File: config.mk
export PLATFORM = sky130hd
export DESIGN_NAME = fdli_cfg
export DESIGN_NICKNAME = d
export VERILOG_FILES = /design/src/hw/rtl/fdli_pkg.sv /design/src/hw/rtl/fdli_cfg.sv
export SDC_FILE = /design/constraint.sdc
export NUM_CORES = 1
export LEC_CHECK = 0
export BUFFER_PORTS_ARGS = -buffer_cell sky130_fd_sc_hd__buf_4
export CORE_UTILIZATION = 45
export CTS_BUF_LIST = sky130_fd_sc_hd__clkbuf_4 sky130_fd_sc_hd__clkbuf_8
export DETAILED_ROUTE_END_ITERATION = 10
export PLACE_DENSITY_LB_ADDON = 0.1
export SETUP_SLACK_MARGIN = 0.3
export SYNTH_ARGS = -nofsm -noshare
export SYNTH_HDL_FRONTEND = slang
export SYNTH_SLANG_ARGS = --single-unit
File: constraint.sdc
create_clock -name clk -period 1.4 [get_ports clk]
set_input_delay 0.07 -clock clk [delete_from_list [all_inputs] [get_ports clk]]
set_output_delay 0.07 -clock clk [all_outputs]
set_load 0.01 [all_outputs]
File: src/hw/rtl/fdli_pkg.sv
// Shared constants and types for the fractional delay line.
// Imported by every module of the block; no dependencies of its own.
package fdli_pkg;

  // Default store depth in samples
  localparam int DEPTH_DEF = 4096;

  // Field widths
  localparam int SAMPLE_W = 16;
  localparam int DELAY_W  = 28;
  localparam int FRAC_W   = 16;
  localparam int INT_W    = 12;

  // Delay register reset: 2048.0 samples
  localparam logic [DELAY_W-1:0] DELAY_RESET = 28'h800_0000;

  // Register port
  localparam int PADDR_W   = 3;
  localparam int PDATA_W   = 32;
  localparam logic REG_DELAY = 1'b0;  // register index, taken from paddr[2]

  // Reciprocal shift used to reduce the integer delay modulo the depth
  localparam int RECIP_SHIFT = 24;

  // Per-tap control carried from the address stage to the blend stage
  typedef struct packed {
    logic fwd0;    // tap 0 hits the entry written in the same cycle
    logic fwd1;    // tap 1 hits the entry written in the same cycle
    logic blank0;  // tap 0 entry never written since reset
    logic blank1;  // tap 1 entry never written since reset
  } tap_ctl_t;

endpackage

File: src/hw/rtl/fdli_cfg.sv
// Register port for the delay setting and reduction of its integer part modulo the depth.
// Depends on fdli_pkg for register layout and widths.
module fdli_cfg #(
  parameter int DEPTH = fdli_pkg::DEPTH_DEF,
  parameter int AW    = $clog2(DEPTH)
) (
  input  logic                         clk,
  input  logic                         rst_n,
  input  logic                         psel,
  input  logic                         penable,
  input  logic                         pwrite,
  input  logic [fdli_pkg::PADDR_W-1:0] paddr,
  input  logic [fdli_pkg::PDATA_W-1:0] pwdata,
  output logic [fdli_pkg::PDATA_W-1:0] prdata,
  output logic                         pready,
  output logic [AW-1:0]                ipart,
  output logic [fdli_pkg::FRAC_W-1:0]  frac,
  output logic                         busy
);
  import fdli_pkg::*;

  localparam int RECIP = (1 << RECIP_SHIFT) / DEPTH;
  localparam int QP_W  = RECIP_SHIFT + INT_W;
  localparam int RM_W  = INT_W + 1;

  logic [DELAY_W-1:0] delay_r;
  logic [INT_W-1:0]   quot_r;
  logic [INT_W-1:0]   quot_nxt;
  logic [AW-1:0]      ipart_r;
  logic [AW-1:0]      ipart_nxt;
  logic [1:0]         busy_r;
  logic [1:0]         busy_nxt;
  logic               wr_en;
  logic [INT_W-1:0]   int_raw;
  logic [QP_W-1:0]    quot_prod;
  logic [QP_W-1:0]    back_prod;
  logic [RM_W-1:0]    rem;
  logic [RM_W-1:0]    rem_fix;

  assign pready  = 1'b1;
  assign wr_en   = psel && penable && pwrite && (paddr[2] == REG_DELAY);
  assign int_raw = delay_r[DELAY_W-1:FRAC_W];

  // Read back the delay register; other addresses read zero
  always_comb begin
    if (paddr[2] == REG_DELAY) begin
      prdata = PDATA_W'(delay_r);
    end else begin
      prdata = '0;
    end
  end

  // Store the delay setting
  always_ff @(posedge clk) begin
    if (!rst_n) begin
      delay_r <= DELAY_RESET;
    end else if (wr_en) begin
      delay_r <= pwdata[DELAY_W-1:0];
    end
  end

  // Estimate the quotient by reciprocal multiply; may fall short by one
  always_comb begin
    quot_prod = QP_W'(int_raw) * QP_W'(RECIP);
    quot_nxt  = quot_prod[QP_W-1:RECIP_SHIFT];
  end

  // Form the remainder and correct the estimate with one subtract
  always_comb begin
    back_prod = QP_W'(quot_r) * QP_W'(DEPTH);
    rem       = {1'b0, int_raw} - back_prod[RM_W-1:0];
    if (32'(rem) >= DEPTH) begin
      rem_fix = rem - RM_W'(DEPTH);
    end else begin
      rem_fix = rem;
    end
    ipart_nxt = AW'(rem_fix);
  end

  always_ff @(posedge clk) begin
    quot_r  <= quot_nxt;
    ipart_r <= ipart_nxt;
  end

  // Hold off items until the reduced integer part has settled
  always_comb begin
    if (wr_en) begin
      busy_nxt = 2'd2;
    end else if (busy_r != 2'd0) begin
      busy_nxt = busy_r - 2'd1;
    end else begin
      busy_nxt = busy_r;
    end
  end

  always_ff @(posedge clk) begin
    if (!rst_n) begin
      busy_r <= 2'd2;
    end else begin
      busy_r <= busy_nxt;
    end
  end

  assign ipart = ipart_r;
  assign frac  = delay_r[FRAC_W-1:0];
  assign busy  = (busy_r != 2'd0);

endmodule

==> Word level (Yosys, flattened, before mapping) <==
Cells that the tools add are included.
{ "word_totals": {"in_bits": 40, "output_inout_bits": 62, "ff_bits": 42, "elab_cells": 15} }
{ "classes": {"muxes": 2, "n_lt_le_gt_ge": 1, "reduce_logical": 5, "add_sub_neg": 2, "bitwise_logic": 2} }
{ "ops": {"columns": ["op", "count"], "rows": [
  ["28-bit 2-to-1 mux", 1],
  ["12-bit by 13-bit greater-or-equal comparator with 1-bit output, second input constant", 1],
  ["12-bit 2-to-1 mux", 1],
  ["12-bit by 1-bit subtractor with 12-bit output, second input constant", 1],
  ["1-bit logical AND", 3],
  ["1-bit NOT", 2],
  ["2-bit nonzero test", 1],
  ["2-bit OR reduction", 1],
  ["2-bit by 1-bit subtractor with 2-bit output, second input constant", 1]
]} }

==> Logic depth before layout (Yosys ltp) <==
{ "depth": {"depth_word": 4, "mapped_depth": 4, "mapped_depth_nobuf": 4} }

==> Worst setup path before layout <==
Ideal clock, no wire load.
{ "synth_timing": {"path_type": "reg2reg", "startpoint": "reg busy_r[0]", "endpoint": "reg busy_r[1]", "arrival_time_ns": 0.993, "setup_time_ns": 0.120, "required_ns": 1.280, "slack_ns": 0.288, "synth_period_minus_slack_ns": 1.112, "path_buffers": 0, "path_stages_with_launch": 5, "path_cell_list": "dfxtp_1 > inv_1 > ha_1 > nand2b_1 > a211o_1"} }
{ "synth_via": {"elab_chain_len": 1, "word_cells_on_any_way": 2, "cone_classes": "add/sub: 1; reduce/logical: 1"} }
{ "synth_lines": {"columns": ["element", "line_no", "text"], "rows": [
  ["start: declaration", "fdli_cfg.sv:31", "logic [1:0] busy_r;"],
  ["start signal: assignment", "fdli_cfg.sv:100", "busy_r <= busy_nxt;"],
  ["2-bit by 1-bit subtractor with 2-bit output or 2-bit nonzero test (tied branches)", "fdli_cfg.sv:90, fdli_cfg.sv:89", null]
]} }
Several ways; a longest one is shown, not always the timed one.
A chain may end at the register's enable or synchronous reset.

==> Worst setup path after layout <==
Same ends and word-level chain as after synthesis.

==> flow_summary.ini <==
[layout]
drive_above_1_share = 0.403
seq_area_sq_um = 843
syn2layout_area_growth_pct = 37.8
nFillCells = 332
postLayoutCellArea_sq_um = 2530
multi_input_area_sq_um = 761
n_antenna_cell = 0
fin_nets = 313
fin_util = 0.666

[sta]
hold_violations = 0
rsz0062_at_grt = no
drv_slew = 0
tns_ns = 0
timing.fmax_mhz = 942
fin_crit_sh = 0.758
skew_ns = 0.00466
min_period_ns = 1.06
setup_viol = 0

[power_and_ir_drop]
p_sw_frac = 0.235
power.internal_w = 0.00204
power.total_w = 0.00267
power.density_nw_per_um2 = 1050
ir_drop_v = 0.000621
pwr-share-comb = 0.173
switchingPower_w = 0.000625
p_seq_frac = 0.481
p_clk_frac = 0.346
p_leak_nw = 1.17

[route]
drc = 0
drt_iter0_markers = 69
dr.pass1.iters = 4
routed_wl_mm = 3.48
via_count = 1443
wire_per_inst_microns = 10.8
viasPerCell = 4.50
final_antenna_net_count = 0

[flow_run]
cap_violations = 0

[floorplanning]
io-pin-count = 102
dieArea_sq_um = 4340
num_rows = 22
fp.dieW_microns = 65.9
coreArea_sq_um = 3800
initial_core_util = 0.483
die_h_microns = 65.9

[worst_setup_path]
crit_type = reg2reg
cp-end-kind = register
cp-start-kind = register
required_ns = 1.58
path_max_fanout = 4
ff2ff_setup_slack_ns = 0.34
arrival_ns = 1.24
r2r_cells = 4

[placed_design]
port-buffer-count = 90
place_congestion = 0.683
place_hpwl_mm = 2.45
place_area_sq_um = 2390

[clocking]
clock-root-buffer = clkbuf_8
hold_buffers = 0
cts_tree = built
cts.clk_slew.worst_paths_ns = 0.08
clockBufferDepth = 2
clk_latency_ns = 0.29
clock_sinks = 42
cts_buffers = 5
cts-htree-levels = 2

[grt]
grt_pass1_wl_mm = 5.40
antenna_found_initial = 0
overflow = 0
track_usage = 0.161
grt_max_degree = 33
grt_pass1_vias = 1241

[logic_synthesis]
syn_inst = 201
synth_top_area_share = 0.458
ys_ff_latch = 42
ys_types = 16
yosysSeqAreaShare = 0.458
synth_top_area_cell = dfxtp_1
avgSynthCellArea_sq_um = 9.13
ys_warn_count = 0
syn_area_sq_um = 1840
ys_top_cells_by_area = dfxtp_1 (46%), mux2i_1 (15%), nand2_1 (11%)

[min_path]
min_path_type = in2reg
whs_path_depth = 3

[status]
status = finished clean
metrics by stage:
step,worst slack (ns),std cells,hold WS (ns)
after floorplan,0.315,204,0.212
after global placement,0.299,311,0.329
after detailed placement,0.292,311,0.333
after CTS,0.308,319,0.0192
after global routing,0.300,321,0.0173
final,0.338,321,0.0267
cell usage after synthesis:
master and count:
conb_1 2, ha_1 1, inv_1 4, nand2b_1 2, dfxtp_1 42, buf_4 21, and4b_1 1, nor2b_1 30
a211o_1 1, xor2_1 1, buf_2 6, mux2i_1 28, buf_6 4, nor3_1 1, clkbuf_1 3, nand2_1 54
logic make-up (layout without fill, tap and decap cells):
group / after synthesis / after routing / synth area share
adders and majority gates: 1 / 1 / 0.00682
buffers and inverters: 38 / 107 / 0.141
and+or+nand+nor: 88 / 88 / 0.228
other: 2 / 5 / 0.00409
muxes: 28 / 28 / 0.153
xor gates and xnor gates: 1 / 1 / 0.00477
AOI/OAI and AO/OA: 1 / 1 / 0.00477
DFF: 42 / 42 / 0.458
registers in the layout (all words and copies together) (netlist names):
| name | flops |
|---|---|
| delay_r | 28 |
| ipart | 12 |
| busy_r | 2 |
worst max-delay path, stage by stage, from the launching register on:
cell	delay, ns
dfxtp_2	0.34
inv_2	0.04
ha_4	0.16
nand2b_1	0.13
a211o_1	0.27
path summary, 6_finish.rpt:
path | start | to
hold reg to reg | delay_r[21] | ipart[5]
hold / removal | pwdata[23] | delay_r[23]
setup reg to reg | busy_r[0] | busy_r[1]
setup / recovery | busy_r[0] | busy_r[1]
final cells by class:
class                      instances  share of cell area
inverter                           4             0.00593
sequential                        42               0.333
clock buffer                       5              0.0272
multi-input combinational        124               0.301
clock inverter                     3              0.0158
tap                               48              0.0237
timing repair buffer              95               0.293
per-layer routing:
metal / track usage / share of wire
met1: 0.179 / 0.41
met3: 0.0672 / 0.083
met5: 0 / 0
met2: 0.281 / 0.50
met4: 0.0408 / 0.0083
power by group through the flow:
| stage | Clock [W] | Sequential [W] | Combinational (W) |
|---|---|---|---|
| 6_report | 0.000922 | 0.00128 | 0.000462 |
| 5_1_grt | 0.00101 | 0.00129 | 0.000514 |
| 4_1_cts | 0.000942 | 0.00127 | 0.000411 |
| 3_5_place_dp | 0 | 0.00130 | 0.000383 |
| 3_3_place_gp | 0 | 0.00130 | 0.000378 |
| 2_1_floorplan | 0 | 0.00130 | 0.000244 |
cell usage in the layout, fill, tap and decap left out:
cell        n
buf_4      92
nand2_1    54
dfxtp_1    40
nor2b_1    30
mux2i_1    28
conb_1      5
clkbuf_8    5
inv_2       3
nand2b_1    2
dfxtp_2     2
clkinv_2    2
buf_12      2
and4b_2     1
inv_1       1
xor2_1      1
nor3_1      1
a211o_1     1
ha_4        1
bufinv_16   1
buf_6       1
timing repair:
item                                    CTS  global route
buffers inserted                          0             2
endpoints found under the setup margin    2             2
gates resized for setup                   2             5
pin swaps                                 1             1
cloned                                    0             0
hold endpoints to repair                  0             0
(Power assumes the default switching activity.)
