==> config.mk <==
export PLATFORM = sky130hd
export DESIGN_NAME = fdli_interp
export DESIGN_NICKNAME = d
export VERILOG_FILES = /design/src/hw/rtl/fdli_pkg.sv /design/src/hw/rtl/fdli_interp.sv
export SDC_FILE = /design/constraint.sdc
export NUM_CORES = 1
export LEC_CHECK = 0
export ABC_AREA = 1
export BUFFER_PORTS_ARGS = -buffer_cell sky130_fd_sc_hd__buf_2
export CORE_AREA = 2 2 181 183
export DETAILED_ROUTE_END_ITERATION = 7
export DIE_AREA = 0 0 183 185
export SYNTH_ARGS = -nofsm -noshare
export SYNTH_HDL_FRONTEND = slang
export SYNTH_SLANG_ARGS = --single-unit
==> constraint.sdc <==
create_clock -name clk -period 9.6 [get_ports clk]
set_clock_uncertainty 0.15 [all_clocks]
set_input_delay 1.92 -clock clk [delete_from_list [all_inputs] [get_ports clk]]
set_output_delay 1.92 -clock clk [all_outputs]
set_load 0.02 [all_outputs]
==> src/hw/rtl/fdli_pkg.sv <==
// Shared constants and types for the fractional delay line.
// Imported by every module of the block; no dependencies of its own.
package fdli_pkg;

  // Default store depth in samples
  localparam int DEPTH_DEF = 4096;

  // Field widths
  localparam int SAMPLE_W = 16;
  localparam int DELAY_W  = 28;
  localparam int FRAC_W   = 16;
  localparam int INT_W    = 12;

  // Delay register reset: 2048.0 samples
  localparam logic [DELAY_W-1:0] DELAY_RESET = 28'h800_0000;

  // Register port
  localparam int PADDR_W   = 3;
  localparam int PDATA_W   = 32;
  localparam logic REG_DELAY = 1'b0;  // register index, taken from paddr[2]

  // Reciprocal shift used to reduce the integer delay modulo the depth
  localparam int RECIP_SHIFT = 24;

  // Per-tap control carried from the address stage to the blend stage
  typedef struct packed {
    logic fwd0;    // tap 0 hits the entry written in the same cycle
    logic fwd1;    // tap 1 hits the entry written in the same cycle
    logic blank0;  // tap 0 entry never written since reset
    logic blank1;  // tap 1 entry never written since reset
  } tap_ctl_t;

endpackage

==> src/hw/rtl/fdli_interp.sv <==
// Blend stage: tap selection, difference multiply, rounding and output register.
// Depends on fdli_pkg for the tap control struct and widths.
module fdli_interp (
  input  logic                          clk,
  input  logic                          rst_n,
  input  logic                          s1_valid,
  output logic                          s1_adv,
  input  fdli_pkg::tap_ctl_t            ctl,
  input  logic [fdli_pkg::SAMPLE_W-1:0] fwd_sample,
  input  logic [fdli_pkg::SAMPLE_W-1:0] rd0,
  input  logic [fdli_pkg::SAMPLE_W-1:0] rd1,
  input  logic [fdli_pkg::FRAC_W-1:0]   alpha,
  output logic                          out_valid,
  input  logic                          out_ready,
  output logic [fdli_pkg::SAMPLE_W-1:0] out_sample
);
  import fdli_pkg::*;

  localparam int DIFF_W = SAMPLE_W + 1;
  localparam int PROD_W = DIFF_W + FRAC_W + 1;
  localparam int ADJ_W  = PROD_W - FRAC_W;

  logic signed [SAMPLE_W-1:0] x0;
  logic signed [SAMPLE_W-1:0] x1;
  logic signed [DIFF_W-1:0]   diff;
  logic signed [PROD_W-1:0]   prod_nxt;
  logic signed [PROD_W-1:0]   prod_r;
  logic signed [SAMPLE_W-1:0] x0_r;
  logic                       v2_r;
  logic                       s2_adv;
  logic                       o_adv;
  logic signed [PROD_W-1:0]   rnd;
  logic signed [ADJ_W-1:0]    adj;
  logic signed [ADJ_W-1:0]    sum;
  logic                       out_valid_r;
  logic [SAMPLE_W-1:0]        out_sample_r;

  // Stage enables: a stage loads when it is empty or its successor moves
  assign o_adv  = !out_valid_r || out_ready;
  assign s2_adv = !v2_r || o_adv;
  assign s1_adv = s2_adv;

  // Pick each tap: same-cycle write first, then unwritten entries read zero
  always_comb begin
    if (ctl.fwd0) begin
      x0 = fwd_sample;
    end else if (ctl.blank0) begin
      x0 = '0;
    end else begin
      x0 = rd0;
    end
    if (ctl.fwd1) begin
      x1 = fwd_sample;
    end else if (ctl.blank1) begin
      x1 = '0;
    end else begin
      x1 = rd1;
    end
    diff     = DIFF_W'(x1) - DIFF_W'(x0);
    prod_nxt = PROD_W'(diff) * $signed({1'b0, alpha});
  end

  always_ff @(posedge clk) begin
    if (!rst_n) begin
      v2_r <= 1'b0;
    end else if (s2_adv) begin
      v2_r <= s1_valid;
    end
  end

  always_ff @(posedge clk) begin
    if (s2_adv) begin
      prod_r <= prod_nxt;
      x0_r   <= x0;
    end
  end

  // Round the weighted difference to nearest and add it to the first tap
  always_comb begin
    rnd = prod_r + PROD_W'(32'sd32768);
    adj = rnd[PROD_W-1:FRAC_W];
    sum = ADJ_W'(x0_r) + adj;
  end

  always_ff @(posedge clk) begin
    if (!rst_n) begin
      out_valid_r <= 1'b0;
    end else if (o_adv) begin
      out_valid_r <= v2_r;
    end
  end

  always_ff @(posedge clk) begin
    if (o_adv) begin
      out_sample_r <= sum[SAMPLE_W-1:0];
    end
  end

  assign out_valid  = out_valid_r;
  assign out_sample = out_sample_r;

endmodule

Yosys cells after proc, flatten, opt, wreduce, memory -nomap -nowiden:

Cells that the tools add are included.
Widths: inputs -> output; s select.

* register bits: 66
* input bits: 72
* output and inout bits: 18
* word-level logic and storage cells: 17

* add/subtract/negate cells: 3
* multiply operators: 1
* mux-type cells: 4
* reductions and logical operators: 4

Operators by type and width (count)
* $mux 16: 4
* $add 32x17->32 const B: 1
* $mul 17x17->32: 1
* $sub 16x16->17: 1
* $add 16x16->16: 1
* $logic_not 1->1: 2
* $logic_or 1x1->1: 2

Longest topological paths before layout:

Gate-level depths: netlist of run 1.

* depth in word-level cells: 4
* mapped depth: 41

Worst setup path after synthesis of run 1:

Ideal clock, no wire load.

* kind: input to register
* from: in ctl[3] (netlist bit)
* to: reg prod_r[27], data pin
* setup time: 0.253 ns
* data arrival time: 8.808 ns
* slack: 0.389 ns
* stages: 35
* buffers on the path: 2
* cells stage by stage: clkbuf_1 > nor2_1 > clkbuf_1 > a22o_1 > ha_1 > inv_1 > fa_1 > nand2_1 > nand2_1 > nand3_1 > nand2_2 > nand3_1 > nand2_1 > nand2_1 > nand2_4 > inv_2 > nand2_1 > fa_1 > inv_1 > fa_1 > fa_1 > fa_1 > fa_1 > inv_1 > fa_1 > inv_1 > ha_1 > nand2_1 > nor2_1 > inv_1 > nor2_1 > nand3_1 > or2_2 > nand4_1 > nand2_1

* cells in the longest elaborated chain, start to end: 3

RTL lines
* start, declared: RTL line fdli_interp.sv:8 `input fdli_pkg::tap_ctl_t ctl,`
* $mux 16: RTL line fdli_interp.sv:45 `if (ctl.fwd0) begin`
* via x0[0]: RTL line fdli_interp.sv:23 `logic signed [SAMPLE_W-1:0] x0;`
* $sub 16x16->17: RTL line fdli_interp.sv:59 `diff = DIFF_W'(x1) - DIFF_W'(x0);`
* $mul 17x17->32: RTL line fdli_interp.sv:60 `prod_nxt = PROD_W'(diff) * $signed({1'b0, alpha});`
* via prod_nxt[27]: RTL line fdli_interp.sv:26 `logic signed [PROD_W-1:0] prod_nxt;`
* end signal, assigned: RTL line fdli_interp.sv:73 `prod_r <= prod_nxt;`
* end, declared: RTL line fdli_interp.sv:27 `logic signed [PROD_W-1:0] prod_r;`

The timed path passes the listed nets, and every way through them passes these cells.
A chain may end at the register's enable or synchronous reset.

Worst setup path in the final report of run 1:

* from: in ctl[3] (netlist bit)
* to: reg prod_r[21], data pin

Same word-level chain as after synthesis.

==> reports/results.txt, run 1 <==
Unique masters post-synth -> 45
Gr ovfl total -> 0
Core area -> 32000 µm²
RSZ-0062 raised after global routing -> false
Placed Area -> 15400 µm²
Post-DP HPWL -> 36200 µm
Vias/cell -> 5.16
Clk_lat worst skew -> 300 ps
Root buf cell -> clkbuf_16
Most used DFF post-synth -> edfxtp_1
Fin crit share -> 95.7%
Largest net degree at the start of global routing -> 36
Critical path data required time -> 9490 ps
Worst Hold Class -> flip-flop to flip-flop
Routed WL per cell -> 18.3 µm
Avg Cell Area, Syn -> 8.03 µm²
Minimum clock period -> 9180 ps
Post-synthesis compound-gate area fraction -> 6.99%
Num CTS Buffers -> 5
Post-synth EDFFs -> 49
Outcome -> complete, no violations
First-pass GRT wire length -> 67300 µm
Reg clk slew, reported paths -> 70 ps
Final non-filler cell total -> 2286
Cts hold-fix bufs -> 0
Die width -> 183 µm
First-pass DRT Iterations -> 5
Max transition margin -> 37.1%
RePlAce Congestion -> 0.976
Inst Count DP -> 2277
Mapped Area -> 14100 µm²
Worst-Margin Slew -> 943 ps
Slew Limit Fails -> 0
CP peak stage delay -> 550 ps
Via count -> 11800
Post-Synthesis Net Count -> 2209
Initial core utilization -> 44.1%
Largest delay share family, worst path -> adder cells
Die Ht -> 185 µm
Layout Nets -> 2325
Area delta synth->final -> 10.3%
Max Cap Viol -> 0
Layout cells sized above 1 -> 10.2%
Critical path origin -> ctl[3]
CP Buf/Inv Count -> 9
Kind of critical path -> input port to flip-flop
Slowest stage cell, crit path -> fa_1
Yosys Warn Count -> 0
I/O pins -> 90
Commonest non-fill, non-tap cell in the layout -> inv_1
Remaining DRCs -> 0
CTS Sinks -> 51
Number of global-route vias before repair -> 12700
Final Hold Viols -> 0
GR Util All Layers -> 26.1%
Setup violators final -> 0
Core Rows -> 66
Seq/Total Area, Yosys -> 10.7%
Crit path DAT -> 9070 ps
Highest Clock Rate -> 109 MHz
Synth Area in Simple Gates -> 17.3%
Synth Area in XOR/XNOR -> 4.13%
Beginning of the worst hold path -> v2_r
Final instance area -> 15600 µm²
FF+latch count, synth -> 51
Setup_tns -> 0 ps
CTS tree -> yes
PortBufs -> 89
Cts repair resizes -> 0
# H-tree levels -> 2
Area share of fa/ha/maj cells after synthesis -> 47.2%
Drt initial violations -> 814
Routed Antenna Nets -> 0
Mux cell area share after synthesis -> 0%
Initial antenna violation count -> 1
Final wirelength -> 41900 µm
Area of the die -> 33900 µm²
Crit path capture type -> flip-flop
Worst-path fanout max -> 10
Most frequent cells in the layout -> inv_1 (471), nand2_1 (294), fa_1 (260)
Worst-case clock buffer depth -> 2
Async set-reset flop share out of synthesis -> 0%
Critical path startpoint category -> input port
Post-CTS setup buffer count -> 0
Reg-to-reg critical path startpoint -> prod_r[16]
Gate Count Post-Synth -> 1760
Main combinational cell family by area after synthesis -> adder cells
[worst reg2reg max path, cell delays in order, from the launching register on]
cell and delay (ps):
edfxtp_1 350, ha_1 180, nand3_1 120, nor3_1 250, nand2_1 110, nor2_1 180, xor2_1 240, ha_1 340
a21oi_1 200, o21ai_0 110, a21oi_1 220, o21ai_0 170, nand3_1 100, nand2_1 60, xor2_1 140
[state kept, by name, summed over array words and instances (netlist names)]
register    count
x0_r           16
prod_r         17
out_valid       1
v2_r            1
out_sample     16
[layout make-up]
cell class / count / area [µm²]
fill: 3200 / 16500
inverter: 482 / 1810
tap: 408 / 510
clock inverter: 2 / 38.8
timing repair buffer: 140 / 828
sequential: 51 / 1510
multi-input combinational: 1196 / 10700
antenna: 1 / 2.50
clock buffer: 6 / 139
[cells by family (layout without fill, tap and decap cells)]
logic type,Yosys count,count (layout)
AOI/OAI and AO/OA,156,156
xor gates and xnor gates,64,64
adders and majority gates,377,377
buffers and inverters,513,630
DFF,51,51
other,0,1
and+or+nand+nor,599,599
[cells in the mapped netlist (2+ instances only)]
cell / count / area (µm²)
xor2_1: 49 / 429
nor4_1: 2 / 12.5
a21o_1: 5 / 37.5
a21boi_0: 2 / 15.0
nand2_2: 4 / 25.0
a22oi_1: 16 / 120
o21a_1: 2 / 15.0
dfxtp_1: 2 / 40.0
nand2_1: 295 / 1110
clkinv_1: 5 / 18.8
fa_1: 261 / 5230
a31oi_1: 3 / 18.8
a21oi_1: 60 / 300
a22o_1: 16 / 140
clkbuf_1: 28 / 105
inv_1: 471 / 1770
nor2_1: 184 / 691
nand3_1: 84 / 420
o21ai_1: 2 / 10.0
ha_1: 116 / 1450
nand4_1: 9 / 56.3
nor3_1: 9 / 45.0
o31ai_1: 2 / 15.0
xor2_2: 3 / 48.8
xnor2_1: 12 / 105
inv_2: 6 / 22.5
o21bai_1: 7 / 52.6
o21ai_0: 26 / 130
nand2_4: 2 / 22.5
nand3b_1: 2 / 15.0
o2111ai_1: 2 / 17.5
a221oi_1: 2 / 17.5
buf_2: 3 / 15.0
or2_2: 6 / 37.5
edfxtp_1: 49 / 1470
o22ai_1: 4 / 25.0
[per-layer routing]
layer / up-vias / part of all wire, % / track usage, %
met4: 0 / 4.0 / 9.44
met2: 479 / 48 / 45.0
li1: 5517 / - / -
met3: 106 / 7.0 / 4.15
met1: 5684 / 41 / 33.4
met5: - / 0 / 0
[metrics by stage]
stage | hold slack (ps) | setup WS (ps) | utilization (%)
after floorplan | 277 | 389 | -
after global placement | 296 | 57.0 | 47.9
after detailed placement | 310 | 53.0 | 47.9
after CTS | 315 | 347 | 48.5
after global routing | 340 | 15.0 | 48.6
final | 305 | 417 | 48.6
[final timing paths]
| kind | end | slack (ps) | cells after the start |
|---|---|---|---|
| max reg2reg | out_sample[12] | 6440 | 14 |
| max | prod_r[21] | 420 | 37 |
| min reg2reg | out_valid | 310 | 2 |
| min | out_valid | 310 | 2 |
Power of run 1 is not shown: default switching activity piles up to over one toggle a cycle in this logic, so the estimate is an artifact.
==> inputs of run 2 (changes only) <==
Settings changed: CORE_AREA 2 2 181 183 to 2 2 164 166, DIE_AREA 0 0 183 185 to 0 0 166 168, PLACE_DENSITY set to 0.75, SKIP_LAST_GASP set to 1.
==> run 2 against run 1 <==
  * Setup slack worse by 35 ps
  * Clock-buffer cell count stayed put
  * Die area is 18% lower
  * Sequential share of layout area is 0.15 points higher
  * Via count is 1.1% higher
  * Design area is 1.5% lower
  * Worst hold slack worse by 7.9 ps
  * First-iteration DRC count is 26% higher
  * Critical path type unchanged
  * Largest cell class unchanged
==> reports/results.txt, run 2 (synthesis results as in run 1) <==
Outcome -> complete, no violations
ANT cells -> 0
GR Util All Layers -> 30.0%
Largest net degree at the start of global routing -> 35
Placed Area -> 15200 µm²
Drt initial violations -> 1023
Critical path origin -> ctl[3]
Critical path startpoint category -> input port
Worst-path fanout max -> 10
Hold Slack -> 297 ps
Num CTS Buffers -> 5
Reg-to-reg critical path startpoint -> prod_r[15]
Kind of critical path -> input port to flip-flop
Routed WL per cell -> 18.3 µm
Post-CTS setup buffer count -> 0
Reg clk slew, reported paths -> 70 ps
RePlAce Congestion -> 0.971
Slowest stage cell, crit path -> fa_1
CP Buf/Inv Count -> 9
CTS tree -> yes
Core area -> 26400 µm²
Final instance area -> 15400 µm²
Initial core utilization -> 53.6%
Vias/cell -> 5.40
R2R setup slack -> 6470 ps
Final Hold Viols -> 0
Setup_tns -> 0 ps
Worst-case clock buffer depth -> 2
Number of global-route vias before repair -> 12800
Worst Hold Class -> flip-flop to flip-flop
Remaining DRCs -> 0
Gr ovfl total -> 0
Setup violators final -> 0
Layout Nets -> 2312
Area of the die -> 27900 µm²
Critical path data required time -> 9480 ps
# H-tree levels -> 2
Die Ht -> 168 µm
Most frequent cells in the layout -> inv_1 (471), nand2_1 (294), fa_1 (260)
Root buf cell -> clkbuf_16
Core Rows -> 60
RSZ-0062 raised after global routing -> true
Largest register by flop count -> prod_r
Crit path capture type -> flip-flop
Area delta synth->final -> 8.62%
Highest Clock Rate -> 108 MHz
Via count -> 11900
First-pass GRT wire length -> 65400 µm
PortBufs -> 89
First-pass DRT Iterations -> 7
Die width -> 166 µm
Beginning of the worst hold path -> v2_r
Post-DP HPWL -> 34400 µm
Commonest non-fill, non-tap cell in the layout -> inv_1
Minimum clock period -> 9220 ps
CP peak stage delay -> 550 ps
Max Cap Viol -> 0
Slew Limit Fails -> 0
Crit path DAT -> 9100 ps
Clk_lat worst skew -> 290 ps
Routed Antenna Nets -> 0
Initial antenna violation count -> 0
CTS Sinks -> 51
Largest delay share family, worst path -> adder cells
Worst-Margin Slew -> 694 ps
Fin crit share -> 96.0%
Final wirelength -> 40400 µm
Number of flip-flops in the largest register -> 17
Max transition margin -> 53.7%
I/O pins -> 90
Layout cells sized above 1 -> 8.85%
[run 2: final timing paths]
kind / to / cells after the start
hold / removal: out_valid / 2
setup reg to reg: out_sample[12] / 14
setup / recovery: prod_r[30] / 34
hold reg to reg: out_valid / 2
[run 2: final cells by class]
| cell class | instances | area [µm²] |
|---|---|---|
| Sequential cell | 51 | 1510 |
| Tap cell | 341 | 427 |
| Inverter | 482 | 1810 |
| Multi-Input combinational cell | 1196 | 10700 |
| Clock buffer | 6 | 129 |
| Clock inverter | 2 | 37.5 |
| Fill cell | 2452 | 11000 |
| Timing Repair Buffer | 127 | 731 |
[run 2: stage by stage]
step | setup slack, ps | instances | utilization [%]
global placement | 162 | 2197 | 57.6
global route | -50.3 | 2205 | 58.3
CTS | 347 | 2205 | 58.2
finish | 381 | 2205 | 58.3
detailed placement | 67.0 | 2197 | 57.6
floorplan | 389 | 1760 | -
[run 2: tightest hold or removal path, delay by kind of cell, from the launching register on]
kind | cells | cell delay [ps]
flip-flops | 1 | 310
AO/OA/AOI/OAI | 1 | 50
buffers and inverters | 1 | 50
[run 2: routing by layer]
layer	wire, µm	vias up	track usage (%)
met5	0	-	0
met1	15900	5766	37.7
met4	1540	0	10.7
met2	19700	555	52.8
li1	-	5490	-
met3	3240	106	4.87
[run 2: what timing repair did]
| item | in CTS | in global routing |
|---|---|---|
| setup endpoints to repair | 0 | 8 |
| resized for setup | 0 | 5 |
| hold buffers | 0 | 0 |
Power of run 2 is left out for the same reason.
